[config.mk]
export PLATFORM = sky130hd
export DESIGN_NAME = mava_ctrl
export DESIGN_NICKNAME = d
export VERILOG_FILES = /design/src/mesh_area_volume_accumulator_macros.svh /design/src/mava_pkg.sv /design/src/mava_ctrl.sv
export SDC_FILE = /design/constraint.sdc
export NUM_CORES = 1
export LEC_CHECK = 0
export ABC_AREA = 1
export BUFFER_PORTS_ARGS = -buffer_cell sky130_fd_sc_hd__clkbuf_2
export CORE_MARGIN = 1.5
export CORE_UTILIZATION = 46
export CTS_CLUSTER_DIAMETER = 80
export CTS_CLUSTER_SIZE = 16
export DETAILED_ROUTE_END_ITERATION = 16
export PLACE_DENSITY = 0.76
export SLEW_MARGIN = 25
export SYNTH_ARGS = -nofsm -noshare
export SYNTH_HDL_FRONTEND = slang
export SYNTH_SLANG_ARGS = --single-unit
[constraint.sdc]
create_clock -name clk -period 1.55 [get_ports clk]
set_clock_uncertainty 0.1 [all_clocks]
set_input_delay 0.2325 -clock clk [delete_from_list [all_inputs] [get_ports clk]]
set_output_delay 0.2325 -clock clk [all_outputs]
set_load 0.1 [all_outputs]
[src/mesh_area_volume_accumulator_macros.svh]
// Assertion macros shared by the mesh area and volume accumulator.
// Each macro expects a clock named clk and a synchronous reset named rst.
`ifndef MESH_AREA_VOLUME_ACCUMULATOR_MACROS_SVH
`define MESH_AREA_VOLUME_ACCUMULATOR_MACROS_SVH

// Consequent must hold in the same cycle as the antecedent.
`define MAVA_ASSERT_NOW(label, ante, cons, msg) \
  label: assert property (@(posedge clk) disable iff (rst) (ante) |-> (cons)) \
    else $error(msg);

// Consequent must hold in the cycle after the antecedent.
`define MAVA_ASSERT_NEXT(label, ante, cons, msg) \
  label: assert property (@(posedge clk) disable iff (rst) (ante) |=> (cons)) \
    else $error(msg);

`endif

[src/mava_pkg.sv]
// Shared types, widths and arithmetic helpers of the mesh area/volume accumulator.
// Used by the controller, the datapath, the square root unit and the top level.
`default_nettype none

package mava_pkg;

  // Coordinate precision and field widths.
  localparam int COORD_BITS = 16;
  localparam int FIELD_W    = 16;
  localparam int CFG_W      = 16;
  // Width of a vertex difference (covers coordinate minus center).
  localparam int EW   = ((COORD_BITS > CFG_W) ? COORD_BITS : CFG_W) + 1;
  localparam int XW   = 2 * EW + 1;          // cross product component
  localparam int PW   = 2 * XW;              // multiplier product
  localparam int SQW  = 2 * XW;              // squared length sum
  localparam int RW   = XW;                  // square root result
  localparam int VW   = 3 * (EW - 1) + 4;    // one triangle volume term
  localparam int AREA_W = 56;
  localparam int VOL_W  = 63;
  localparam int OUT_W  = 296;
  localparam int IN_W   = 9 * FIELD_W;

  localparam logic [AREA_W-1:0] AREA_MAX = {AREA_W{1'b1}};

  // Configuration register indexes (paddr[3:2]).
  localparam logic [1:0] REG_CENTER_X = 2'd0;
  localparam logic [1:0] REG_CENTER_Y = 2'd1;
  localparam logic [1:0] REG_CENTER_Z = 2'd2;

  // Multiply schedule: counter runs one past the last step to drain the product.
  localparam int CNT_W = 5;
  localparam logic [CNT_W-1:0] CNT_LAST = 5'd21;

  typedef enum logic [CNT_W-1:0] {
    S_OX0A, S_OX0B, S_OX1A, S_OX1B, S_OX2A, S_OX2B,
    S_SQ0, S_SQ1, S_SQ2,
    S_VO0, S_VO1, S_VO2,
    S_CX0A, S_CX0B, S_CX1A, S_CX1B, S_CX2A, S_CX2B,
    S_VC0, S_VC1, S_VC2
  } step_t;

  typedef enum logic [2:0] {
    ST_IDLE, ST_MUL, ST_SQ_START, ST_SQ_WAIT, ST_COMMIT
  } state_t;

  typedef struct packed {
    logic  load;
    logic  mul_en;
    step_t mul_step;
    logic  acc_en;
    step_t acc_step;
    logic  sq_start;
    logic  commit;
  } cmd_t;

  typedef struct packed {
    logic sq_done;
    logic mesh_end;
  } status_t;

  // Unsigned add that clamps at the all-ones area value.
  function automatic logic [AREA_W-1:0] sat_area(input logic [AREA_W-1:0] a,
                                                 input logic [AREA_W-1:0] b);
    logic [AREA_W:0] s;
    s = {1'b0, a} + {1'b0, b};
    return s[AREA_W] ? AREA_MAX : s[AREA_W-1:0];
  endfunction

  // Signed add that clamps to the 63-bit two's complement range.
  function automatic logic signed [VOL_W-1:0] sat_vol(input logic signed [VOL_W-1:0] a,
                                                      input logic signed [VOL_W-1:0] b);
    logic signed [VOL_W:0] s;
    s = (VOL_W+1)'(a) + (VOL_W+1)'(b);
    if (s[VOL_W] != s[VOL_W-1]) begin
      return s[VOL_W] ? {1'b1, {(VOL_W-1){1'b0}}} : {1'b0, {(VOL_W-1){1'b1}}};
    end
    return s[VOL_W-1:0];
  endfunction

endpackage

`default_nettype wire

[src/mava_ctrl.sv]
// Sequencing state machine: input handshake, multiply schedule, square root
// start and commit, and the output valid flag. Depends on mava_pkg.
`default_nettype none

module mava_ctrl
  import mava_pkg::*;
(
  input  wire logic    clk,
  input  wire logic    rst,
  input  wire logic    in_valid,
  output logic         in_ready,
  output logic         out_valid,
  input  wire logic    out_ready,
  input  wire status_t status,
  output cmd_t         cmd
);

  state_t           state, state_next;
  logic [CNT_W-1:0] cnt;
  logic             commit_ok;

  // Only a mesh end writes the result register, so only it waits for a free slot.
  assign commit_ok = !status.mesh_end || !out_valid || out_ready;

  // Next state.
  always_comb begin
    state_next = state;
    unique case (state)
      ST_IDLE:     if (in_valid) state_next = ST_MUL;
      ST_MUL:      if (cnt == CNT_LAST) state_next = ST_SQ_START;
      ST_SQ_START: state_next = ST_SQ_WAIT;
      ST_SQ_WAIT:  if (status.sq_done) state_next = ST_COMMIT;
      ST_COMMIT:   if (commit_ok) state_next = ST_IDLE;
      default:     state_next = ST_IDLE;
    endcase
  end

  // Outputs to the datapath.
  always_comb begin
    in_ready     = (state == ST_IDLE);
    cmd          = '0;
    cmd.load     = (state == ST_IDLE) && in_valid;
    cmd.mul_en   = (state == ST_MUL) && (cnt != CNT_LAST);
    cmd.mul_step = step_t'(cnt);
    cmd.acc_en   = (state == ST_MUL) && (cnt != '0);
    cmd.acc_step = step_t'(cnt - 1'b1);
    cmd.sq_start = (state == ST_SQ_START);
    cmd.commit   = (state == ST_COMMIT) && commit_ok;
  end

  // State, step counter and output valid.
  always_ff @(posedge clk) begin
    if (rst) begin
      state     <= ST_IDLE;
      cnt       <= '0;
      out_valid <= 1'b0;
    end else begin
      state <= state_next;
      cnt   <= (state == ST_MUL) ? cnt + 1'b1 : '0;
      if (cmd.commit && status.mesh_end) begin
        out_valid <= 1'b1;
      end else if (out_ready) begin
        out_valid <= 1'b0;
      end
    end
  end

endmodule

`default_nettype wire

==> results of run 1 <==
[through the flow]
stage	setup WS, ps	utilization [%]	hold WS, ps	std cells
2_1_floorplan	-934	-	192	86
3_3_place_gp	103	94.8	315	124
3_5_place_dp	22.3	94.8	320	124
[kinds of logic after synthesis]
family,Yosys count,synth area share [%]
simple gates,42,33.8
buf+inv,17,11.3
compound gates,11,12.3
flops,9,30.0
fa+ha+maj,4,8.33
xor+xnor,3,4.38
==> key figures, run 1 <==
Synthesis
  • Register area share after synthesis: 30.0%
  • Async S/R FF share, synth: 0%
  • Dominant cell by count in the synthesized netlist: inv_1
  • Syn Area/Cell: 6.98 um^2
  • Library cells used by synthesis: 23
  • Synth top area share: 30.0%
  • Dominant cell type by area after synthesis: dfxtp_1
  • Top cells by instance count after synthesis: inv_1, nor2_1, nand2_1, dfxtp_1
  • Seq cells post-synth: 9
  • Mapped Nets: 96
  • Synthesized area: 601 um^2
  • Gate Count Post-Synth: 86
  • Ys flop type: dfxtp_1
  • Yosys warnings: 0
  • Area contributors post-synth: dfxtp_1, inv_1, ha_1, nor2_1, nand2_1
  • Post-synth EDFFs: 0

Clock network
  • CTS Hold Bufs: 0
  • Root Driver: clkbuf_4
  • Clk sink count: 9
  • Setup Buffers After CTS: 11
  • CTS resizes: 18
  • Clock Tree Buf Depth: 2
  • Htree depth: 1
  • Number of buffers created by CTS: 3

Die
  • Die extent in y: 39.1 um
  • Starting Density: 51.9%
  • Die W: 39.1 um
  • Row count: 12
  • Top-Level Pins: 23

Placed design
  • Cell Area, Placed: 0.00110 mm^2
  • Dpl hpwl: 1.59 mm
  • Port bufs: 22
  • RePlAce Congestion: 0.863

Outcome
  • Error: [ERROR DPL-0038] Utilization greater than 100%, impossible to legalize
  • Stop stage: 4_1_cts
  • Outcome: stopped before the end
==> inputs of run 2 (changes only) <==
Settings changed: CORE_AREA from default to 2 2 63 65, CORE_MARGIN 1.5 to default, CORE_UTILIZATION 46 to default, CTS_CLUSTER_DIAMETER 80 to default, CTS_CLUSTER_SIZE 16 to default, DIE_AREA from default to 0 0 65 67, PLACE_DENSITY 0.76 to default, PLACE_DENSITY_LB_ADDON from default to 0.15.
==> run 2 against run 1 <==
The flow now finishes, with violations (negative setup slack). Synthesized cell count unchanged. Area after synthesis unchanged.
==> key figures, run 2 <==
Synthesis
  • Dominant cell by count in the synthesized netlist: inv_1 (unchanged)
  • Synthesized area: 601 um^2 (unchanged)
  • Top cells by instance count after synthesis: inv_1, nor2_1, nand2_1, dfxtp_1 (unchanged)
  • Dominant cell type by area after synthesis: dfxtp_1 (unchanged)
  • Register area share after synthesis: 30.0% (unchanged)
  • Adder-Cell Fraction of Synth Area: 8.33% (unchanged)
  • Simple-Gate Fraction of Synth Area: 33.8% (unchanged)
  • Complex-gate fraction of the synthesized area: 12.3% (unchanged)
  • Syn Area/Cell: 6.98 um^2 (unchanged)
  • Post-synth EDFFs: 0 (unchanged)
  • Synth top area share: 30.0% (unchanged)
  • Gate Count Post-Synth: 86 (unchanged)
  • Library cells used by synthesis: 23 (unchanged)
  • Yosys warnings: 0 (unchanged)
  • Area contributors post-synth: dfxtp_1, inv_1, ha_1, nor2_1, nand2_1 (unchanged)
  • Ys flop type: dfxtp_1 (unchanged)
  • Largest family of logic cells by synthesized area: simple AND/OR/NAND/NOR gates (unchanged)
  • Post-synthesis mux area share: 0% (unchanged)
  • Async S/R FF share, synth: 0% (unchanged)
  • Seq cells post-synth: 9 (unchanged)
  • Mapped Nets: 96 (unchanged)
  • Xor and xnor area share after synthesis: 4.38% (unchanged)

Placed design
  • Placed cells: 159 (was 124)
  • RePlAce Congestion: 0.732 (was 0.863)
  • Port bufs: 22 (unchanged)
  • Dpl hpwl: 1.36 mm (was 1.59 mm)
  • Place WS: 70.0 ps (was 22.3 ps)

Pwr
  • Leak: 0.553 nW
  • Power Density: 2190 mW/mm^2
  • Total chip power: 2.92 mW
  • Peak supply drop: 1.01 mV

Layout
  • Number of flip-flops in the largest register: 5
  • Area of the multi-input gates: 554 um^2
  • Ratio of cells with drive above 1 in the final layout: 64.8%
  • Final Instance Count excl. Fillers: 173
  • Fin util: 37.1%
  • Most flops, register: cnt
  • Syn-to-layout area delta: 122%
  • Fillers: 367
  • Most common cell after layout, fill and taps aside: buf_4
  • Nets: 136
  • Largest registers: cnt (5), state (3), out_valid (1)
  • Antenna cells: 0
  • Flip-flop and latch area: 209 um^2
  • Most frequent cells in the layout: buf_4, buf_12, inv_1

Die
  • Row count: 22 (was 12)
  • Core Area: 0.00361 mm^2
  • Die Area: 0.00436 mm^2
  • Die W: 65 um (was 39.1 um)
  • Top-Level Pins: 23 (unchanged)
  • Die extent in y: 67 um (was 39.1 um)
  • Starting Density: 16.7% (was 51.9%)

Worst setup path
  • CP Capture Type: primary output
  • Crit path cell chain: clkinvlp_4, ha_4, nand2_4, xor2_4, buf_12
  • RR Startpoint: cnt[0]
  • Top delay family on crit path: flip-flops
  • Reg2reg setup slack: 70 ps
  • Worst R2R End: state[1]
  • Worst Reg-to-Reg Cells: 10
  • Worst Setup Start Kind: register
  • Crit path required time: 1220 ps
  • Crit path max fanout: 3
  • WS Path Type: register to primary output
  • CP bufs+invs: 2
  • CP Launch Point: cnt[0]
  • Arr. time, crit path: 1360 ps
  • Critical path's slowest cell: dfxtp_4
  • Max incr delay on CP: 360 ps

Drt
  • DR vias: 702
  • DRT iter0 DRCs: 12
  • WL/cell: 10.4 um
  • Drt via density: 4.06
  • Detailed-router iteration count before antenna repair: 4
  • Post-DRT Antenna Nets: 0
  • # DRC: 0
  • Total Wirelength: 1.80 mm

Clock network
  • Number of buffers created by CTS: 3 (unchanged)
  • CTS tree: built
  • Clock-pin transition on the worst setup and hold timing paths: 50 ps
  • Clock Latency Late Sink: 230 ps
  • CTS Hold Bufs: 0 (unchanged)
  • Clk sink count: 9 (unchanged)
  • Clock Tree Buf Depth: 2 (unchanged)
  • Htree depth: 1 (unchanged)
  • Root Driver: clkbuf_8 (was clkbuf_4)

GRT
  • Global-route wire length before repair: 2.99 mm
  • Largest net degree at the start of global routing: 9
  • GR Util All Layers: 9.17%
  • Initial antenna violation count: 0
  • Total grt overflow: 0
  • Vias in the first global route: 702

Hold path
  • Beginning of the worst hold path: rst
  • Hold path cells: 2
  • Tightest Hold Check Type: input port to register
  • Hold EP: out_valid

STA
  • Hold Vio Cnt, Final: 0
  • Final worst-path cycle share: 109%
  • Setup Viol. Count Final: 6
  • Relative slew slack: 80.2%
  • Final Slew Violations: 0
  • Actual slew at the worst max-slew pin: 296 ps
  • PnR worst setup slack: -141 ps
  • Fmax: 591 MHz
  • Final Critical Period: 1690 ps
  • RSZ-0062 raised after global routing: yes

Flow run
  • Max Cap Violations: 0

Outcome
  • Failing checks: negative setup slack
  • Outcome: finished with violations (was stopped before the end)
run 2: cell counts after synthesis:
No cell type changed its count.
run 2: what timing repair did:
item / CTS / global route
buffers inserted: 5 / 5
gates resized for setup: 11 / 3
pin swaps: 5 / 1
endpoints found under the setup margin: 8 / 9
endpoints found under the hold margin: 0 / 0
run 2: cells by family after synthesis:
family	Yosys count
compound gates	11
xor+xnor	3
fa+ha+maj	4
buf+inv	17
flops	9
simple gates	42
run 2: metal layers:
layer	GRT usage, %	share of wire (%)
met5	0	0
met4	3.19	0.89
met3	3.55	7.4
met2	17.7	57
met1	8.82	34
run 2: power breakdown:
| part | internal (mW) | switching (mW) | leakage (nW) |
|---|---|---|---|
| Combinational | 0.818 | 1.42 | 0.450 |
| Sequential | 0.296 | 0.104 | 0.0794 |
| Clock | 0.180 | 0.100 | 0.0228 |
run 2: per-stage QoR:
stage          area (um^2)  TNS (ps)  hold slack, ps
2_1_floorplan          776     -5910             192
3_3_place_gp          1150         0             323
3_5_place_dp          1150         0             324
4_1_cts               1280      -610            71.5
5_1_grt               1340      -806            82.4
6_report              1340      -497            74.5
run 2: how the worst max path moves through the flow:
stage | end | slack (ps) | cells after the start
final | cmd[6] | -140 | 5
after global routing | cmd[6] | -180 | 5
after CTS | cmd[6] | -160 | 5
after detailed placement | cmd[6] | 70 | 5
after global placement | cmd[5] | 80 | 4
after floorplan | cmd[6] | -930 | 4
run 2: cell type report:
type | instances | share of cell area, %
Sequential cell | 9 | 15.6
Inverter | 16 | 5.43
Clock buffer | 4 | 3.37
Timing Repair Buffer | 36 | 29.6
Multi-Input combinational cell | 60 | 41.5
Tap cell | 48 | 4.49
Note: power is estimated with default switching activity, not from simulation.
==> inputs of run 3 (changes only) <==
Settings changed: BUFFER_PORTS_ARGS -buffer_cell sky130_fd_sc_hd__clkbuf_2 to default, CTS_CLUSTER_DIAMETER from default to 80, DONT_BUFFER_PORTS from default to 1, PLACE_DENSITY_LB_ADDON 0.15 to default.
==> run 3 against run 2 <==
The flow still finishes with violations (negative setup slack). Register-to-register slack lost 30 ps. Global-route usage is 0.81 points lower. Die area stayed put. Non-clock buffer count is 7 lower. Final area fell by 6.6%. Wire length is 7.6% lower. Sequential cell count did not move. Fmax shrank 0.91%. Sequential share of layout area increased by 1.1 points. Worst setup slack got worse by 16 ps. First-iteration DRC count decreased by 8.3%. Via count shrank 6.8%.
==> key figures, run 3 (synthesis gave the netlist of run 2 again) <==
STA
  • RSZ-0062 raised after global routing: yes (unchanged)
  • Final Hold Slack: 33.2 ps (was 74.5 ps)
  • Fmax: 586 MHz (was 591 MHz)
  • Setup Viol. Count Final: 6 (unchanged)
  • PnR worst setup slack: -156 ps (was -141 ps)
  • Actual slew at the worst max-slew pin: 302 ps (was 296 ps)
  • Relative slew slack: 79.9% (was 80.2%)
  • Hold Vio Cnt, Final: 0 (unchanged)
  • Final Slew Violations: 0 (unchanged)
  • Final Critical Period: 1710 ps (was 1690 ps)
  • Final worst-path cycle share: 110% (was 109%)

Worst setup path
  • Reg2reg setup slack: 40 ps (was 70 ps)
  • Max incr delay on CP: 370 ps (was 360 ps)
  • Worst R2R End: state[2] (was state[1])
  • Crit path max fanout: 5 (was 3)
  • Crit path cell chain: clkinvlp_4, ha_4, nand2_4, xor2_4, buf_12 (unchanged)
  • WS Path Type: register to primary output (unchanged)
  • Crit path required time: 1220 ps (about the same)
  • Worst Reg-to-Reg Cells: 10 (unchanged)
  • CP Capture Type: primary output (unchanged)
  • Worst Setup Start Kind: register (unchanged)
  • Arr. time, crit path: 1370 ps (was 1360 ps)
  • Critical path's slowest cell: dfxtp_4 (unchanged)
  • RR Startpoint: cnt[0] (unchanged)

Outcome
  • Failing checks: negative setup slack (unchanged)
  • Outcome: finished with violations (unchanged)

Placed design
  • Dpl hpwl: 1.33 mm (was 1.36 mm)
  • Port bufs: 0 (was 22)
  • RePlAce Congestion: 0.705 (was 0.732)

GRT
  • Global-route wire length before repair: 2.77 mm (was 2.99 mm)
  • GR Util All Layers: 8.36% (was 9.17%)
  • Initial antenna violation count: 0 (unchanged)
  • Vias in the first global route: 674 (was 702)
  • Largest net degree at the start of global routing: 9 (unchanged)
  • Total grt overflow: 0 (unchanged)

Die
  • Row count: 22 (unchanged)
  • Starting Density: 16.7% (unchanged)
  • Die Area: 0.00436 mm^2 (unchanged)
  • Core Area: 0.00361 mm^2 (unchanged)
  • Die extent in y: 67 um (unchanged)
  • Top-Level Pins: 23 (unchanged)
  • Die W: 65 um (unchanged)

Drt
  • Detailed-router iteration count before antenna repair: 4 (unchanged)
  • Post-DRT Antenna Nets: 0 (unchanged)
  • Drt via density: 3.94 (was 4.06)
  • # DRC: 0 (unchanged)
  • DR vias: 654 (was 702)
  • WL/cell: 10.0 um (was 10.4 um)
  • Total Wirelength: 1.66 mm (was 1.80 mm)
  • DRT iter0 DRCs: 11 (was 12)

Hold path
  • Hold EP: out_valid (unchanged)
  • Tightest Hold Check Type: input port to register (unchanged)
  • Beginning of the worst hold path: status[0] (was rst)
  • Hold path cells: 2 (unchanged)

Layout
  • Area of the multi-input gates: 517 um^2 (was 554 um^2)
  • Number of flip-flops in the largest register: 5 (unchanged)
  • Fillers: 350 (was 367)
  • Ratio of cells with drive above 1 in the final layout: 61.0% (was 64.8%)
  • Most frequent cells in the layout: buf_4, inv_1, buf_12 (was buf_4, buf_12, inv_1)
  • Syn-to-layout area delta: 108% (was 122%)
  • Antenna cells: 0 (unchanged)
  • Most flops, register: cnt (unchanged)
  • Most common cell after layout, fill and taps aside: buf_4 (unchanged)
  • Fin util: 34.6% (was 37.1%)
  • Flip-flop and latch area: 209 um^2 (unchanged)
  • Largest registers: cnt (5), state (3), out_valid (1) (unchanged)
  • Nets: 129 (was 136)

Flow run
  • Max Cap Violations: 0 (unchanged)

Clock network
  • Clock Latency Late Sink: 230 ps (about the same)
  • Clock Tree Buf Depth: 2 (unchanged)
  • Number of buffers created by CTS: 3 (unchanged)
  • Htree depth: 1 (unchanged)
  • Root Driver: clkbuf_8 (unchanged)
  • Clock-pin transition on the worst setup and hold timing paths: 50 ps (about the same)
  • Clk sink count: 9 (unchanged)
  • CTS tree: built (unchanged)
run 3: final cells by class:
cell class | count | area share, %
multi-input combinational | 60 | 41.4
sequential | 9 | 16.7
tap | 48 | 4.81
clock buffer | 4 | 3.61
timing repair buffer | 29 | 27.7
inverter | 16 | 5.81
run 3: how the worst max path moves through the flow:
stage               endpoint  slack (ps)    from  cells after the start
finish                cmd[6]        -160  cnt[0]                      5
CTS                   cmd[6]        -170  cnt[0]                      5
global placement      cmd[6]          90  cnt[0]                      5
detailed placement    cmd[6]          70  cnt[0]                      5
floorplan             cmd[6]        -930  cnt[0]                      4
global route          cmd[6]        -210  cnt[0]                      5
run 3: what timing repair did:
action,CTS,global route
pin swaps,2,0
setup endpoints to repair,8,10
gates cloned,0,0
hold endpoints to repair,1,0
hold buffers,1,0
gates resized for setup,4,5
setup buffers,5,3
run 3: critical path, delay by kind of cell, from the launching register on:
kind          cells  cell delay, ps
flops             1             370
buf+inv           2             310
xor+xnor          1             170
fa+ha+maj         1             200
simple gates      1              90
run 3: per-layer routing:
layer / GRT usage, % / wire length [um] / up-vias
met5: 0 / 0 / -
met4: 3.19 / 0 / 0
met3: 4.90 / 174 / 0
met2: 15.3 / 886 / 21
met1: 7.53 / 603 / 305
li1: - / - / 328
run 3: stage by stage:
stage / setup slack [ps] / instance area [um^2] / setup TNS [ps] / std cells
3_5_place_dp: 69.1 / 1100 / 0 / 153
6_report: -156 / 1250 / -657 / 166
3_3_place_gp: 92.6 / 1100 / 0 / 153
2_1_floorplan: -934 / 776 / -5910 / 86
4_1_cts: -169 / 1210 / -733 / 163
5_1_grt: -209 / 1250 / -1070 / 166
Power of run 3 is left out: the tool's default activity adds up to more than one toggle a clock period on the data nets, which glitch-free logic cannot reach.
==> inputs of run 4 (changes only) <==
Settings changed: ABC_AREA 1 to default.
==> run 4 against run 3 <==
The run still ends with negative setup slack left. Wire length is 15% lower. Fmax decreased by 0.80%. Final cell count is 19% lower. Critical endpoint is now cmd[13]. Largest cell class unchanged.
==> key figures, run 4 <==
Drt
  • WL/cell: 10.5 um (was 10.0 um)
  • Drt via density: 3.85 (was 3.94)
  • Post-DRT Antenna Nets: 0 (unchanged)
  • Total Wirelength: 1.42 mm (was 1.66 mm)
  • Detailed-router iteration count before antenna repair: 5 (was 4)
  • DR vias: 520 (was 654)
  • DRT iter0 DRCs: 5 (was 11)
  • # DRC: 0 (unchanged)

Synthesis
  • Top cells by instance count after synthesis: dfxtp_1, nor2_1, nand3_1, ha_1, inv_1 (was inv_1, nor2_1, nand2_1, dfxtp_1)
  • Gate Count Post-Synth: 61 (was 86)
  • Post-synth EDFFs: 0 (unchanged)
  • Library cells used by synthesis: 23 (unchanged)
  • Syn Area/Cell: 8.57 um^2 (was 6.98 um^2)
  • Dominant cell type by area after synthesis: dfxtp_1 (unchanged)
  • Synth top area share: 34.4% (was 30.0%)
  • Register area share after synthesis: 34.4% (was 30.0%)
  • Area contributors post-synth: dfxtp_1, ha_1, nor2_1, xnor2_1, xor2_1 (was dfxtp_1, inv_1, ha_1, nor2_1, nand2_1)
  • Async S/R FF share, synth: 0% (unchanged)
  • Ys flop type: dfxtp_1 (unchanged)
  • Seq cells post-synth: 9 (unchanged)
  • Synthesized area: 523 um^2 (was 601 um^2)
  • Mapped Nets: 71 (was 96)
  • Yosys warnings: 0 (unchanged)

Worst setup path
  • CP bufs+invs: 1 (was 2)
  • CP Capture Type: primary output (unchanged)
  • Crit path cell chain: or3b_4, and2b_4, buf_12 (was clkinvlp_4, ha_4, nand2_4, xor2_4, buf_12)
  • Max incr delay on CP: 410 ps (was 370 ps)
  • Critical path's slowest cell: or3b_4 (was dfxtp_4)
  • Crit path required time: 1220 ps (about the same)
  • Crit path max fanout: 3 (was 5)
  • RR Startpoint: cnt[0] (unchanged)
  • Worst Reg-to-Reg Cells: 5 (was 10)
  • WS Path Type: register to primary output (unchanged)
  • Worst path depth: 3 (was 5)
  • Reg2reg setup slack: 100 ps (was 40 ps)
  • Top delay family on crit path: simple AND/OR/NAND/NOR gates (was flip-flops)
  • Arr. time, crit path: 1390 ps (was 1370 ps)
  • Worst Setup Start Kind: register (unchanged)
  • Worst R2R End: cnt[4] (was state[2])

Clock network
  • Htree depth: 1 (unchanged)
  • Clock Latency Late Sink: 230 ps (about the same)
  • Clock-pin transition on the worst setup and hold timing paths: 40 ps (was 50 ps)
  • Clock Tree Buf Depth: 2 (unchanged)
  • Root Driver: clkbuf_8 (unchanged)
  • Clk sink count: 9 (unchanged)
  • CTS tree: built (unchanged)
  • Number of buffers created by CTS: 3 (unchanged)

Layout
  • Nets: 98 (was 129)
  • Final Instance Count excl. Fillers: 135 (was 166)
  • Most flops, register: cnt (unchanged)
  • Fillers: 368 (was 350)
  • Most common cell after layout, fill and taps aside: buf_4 (unchanged)
  • Fin util: 30.7% (was 34.6%)
  • Antenna cells: 0 (unchanged)
  • Ratio of cells with drive above 1 in the final layout: 66.7% (was 61.0%)
  • Number of flip-flops in the largest register: 5 (unchanged)
  • Largest registers: cnt (5), state (3), out_valid (1) (unchanged)
  • Syn-to-layout area delta: 112% (was 108%)
  • Most frequent cells in the layout: buf_4, nor2_1, buf_12 (was buf_4, inv_1, buf_12)

Pwr
  • Peak supply drop: 0.369 mV
  • Leak: 0.404 nW
  • Total chip power: 768 uW
  • Power Density: 693 mW/mm^2

GRT
  • GR Util All Layers: 6.78% (was 8.36%)
  • Vias in the first global route: 494 (was 674)
  • Largest net degree at the start of global routing: 10 (was 9)
  • Total grt overflow: 0 (unchanged)
  • Initial antenna violation count: 0 (unchanged)
  • Global-route wire length before repair: 2.18 mm (was 2.77 mm)

Placed design
  • Port bufs: 0 (unchanged)
  • Placed cells: 127 (was 153)
  • Dpl hpwl: 1.16 mm (was 1.33 mm)
  • RePlAce Congestion: 0.731 (was 0.705)

Outcome
  • Outcome: finished with violations (unchanged)
  • Failing checks: negative setup slack (unchanged)

STA
  • Final Critical Period: 1720 ps (was 1710 ps)
  • PnR worst setup slack: -170 ps (was -156 ps)
  • Final worst-path cycle share: 111% (was 110%)
  • RSZ-0062 raised after global routing: yes (unchanged)
  • Relative slew slack: 78.2% (was 79.9%)
  • Hold Vio Cnt, Final: 0 (unchanged)
  • Setup Viol. Count Final: 8 (was 6)
  • Final Slew Violations: 0 (unchanged)
  • Actual slew at the worst max-slew pin: 327 ps (was 302 ps)
  • Fmax: 581 MHz (was 586 MHz)

Hold path
  • Hold EP: out_valid (unchanged)
  • Tightest Hold Check Type: input port to register (unchanged)
  • Hold path cells: 2 (unchanged)
  • Beginning of the worst hold path: status[0] (unchanged)

Die
  • Die W: 65 um (unchanged)
  • Starting Density: 14.5% (was 16.7%)
  • Row count: 22 (unchanged)
  • Die Area: 0.00436 mm^2 (unchanged)
  • Die extent in y: 67 um (unchanged)
  • Top-Level Pins: 23 (unchanged)
  • Core Area: 0.00361 mm^2 (unchanged)

Flow run
  • Max Cap Violations: 0 (unchanged)
run 4: changes by cell type after synthesis, moves of 3 or more:
cell	change
nor2_1	-4
xnor2_1	+3
nor2_2	-5
nand2_1	-7
inv_1	-10
run 4: logic make-up (layout without fill, tap and decap cells):
| family | count (synthesis) | count (layout) | synth area share [%] |
|---|---|---|---|
| flops | 9 | 9 | 34.4 |
| fa+ha+maj | 4 | 4 | 9.57 |
| simple gates | 28 | 28 | 28.9 |
| compound gates | 7 | 7 | 9.09 |
| buf+inv | 7 | 33 | 7.89 |
| xor+xnor | 6 | 6 | 10.0 |
run 4: metrics by stage:
stage / cell area (um^2) / setup WS, ps / hold slack (ps) / setup TNS, ps
after floorplan: 706 / -871 / 194 / -5310
after global placement: 996 / 55.2 / 198 / 0
after detailed placement: 996 / 1.07 / 201 / 0
after CTS: 1070 / -180 / 48.2 / -854
after global routing: 1110 / -199 / 67.2 / -1160
final: 1110 / -170 / 50.1 / -761
run 4: final cells by class:
| class | count | area, um^2 | area share, % |
|---|---|---|---|
| timing repair buffer | 25 | 302 | 27.2 |
| tap | 48 | 60.1 | 5.42 |
| inverter | 4 | 25.0 | 2.26 |
| multi-input combinational | 45 | 473 | 42.7 |
| clock buffer | 4 | 45.0 | 4.06 |
| sequential | 9 | 204 | 18.4 |
run 4: timing repair:
item / in CTS / in global routing
resized for setup: 4 / 6
hold buffers: 1 / 0
gates cloned: 0 / 0
pin swaps: 2 / 3
hold endpoints to repair: 3 / 0
buffers inserted: 1 / 2
endpoints found under the setup margin: 9 / 10
run 4: power by group:
| part | switching, mW | internal [mW] | total (mW) | leakage [nW] |
|---|---|---|---|---|
| Combinational | 0.177 | 0.0888 | 0.265 | 0.302 |
| Sequential | 0.00468 | 0.229 | 0.234 | 0.0787 |
| Clock | 0.0900 | 0.179 | 0.269 | 0.0228 |
run 4: how the worst max path moves through the flow:
stage               startpoint       end  slack (ps)
floorplan               cnt[0]    cmd[4]        -870
global placement        cnt[0]    cmd[6]          60
detailed placement      cnt[1]  state[0]           1
CTS                   state[1]   cmd[13]        -180
global route          state[1]   cmd[13]        -200
finish                state[1]   cmd[13]        -170
run 4: metal layers:
metal | vias up | share of wire (%) | global-route usage, %
met4 | 0 | 0.99 | 3.19
met5 | - | 0 | 0
met2 | 19 | 57 | 12.9
li1 | 256 | - | -
met1 | 243 | 36 | 6.90
met3 | 2 | 5.9 | 1.69
run 4: worst register-to-register path: stages (launching register included):
cell,delay [ps]
dfxtp_4,370
buf_4,310
ha_1,240
nand3_1,110
xnor2_1,160
nor2_1,50
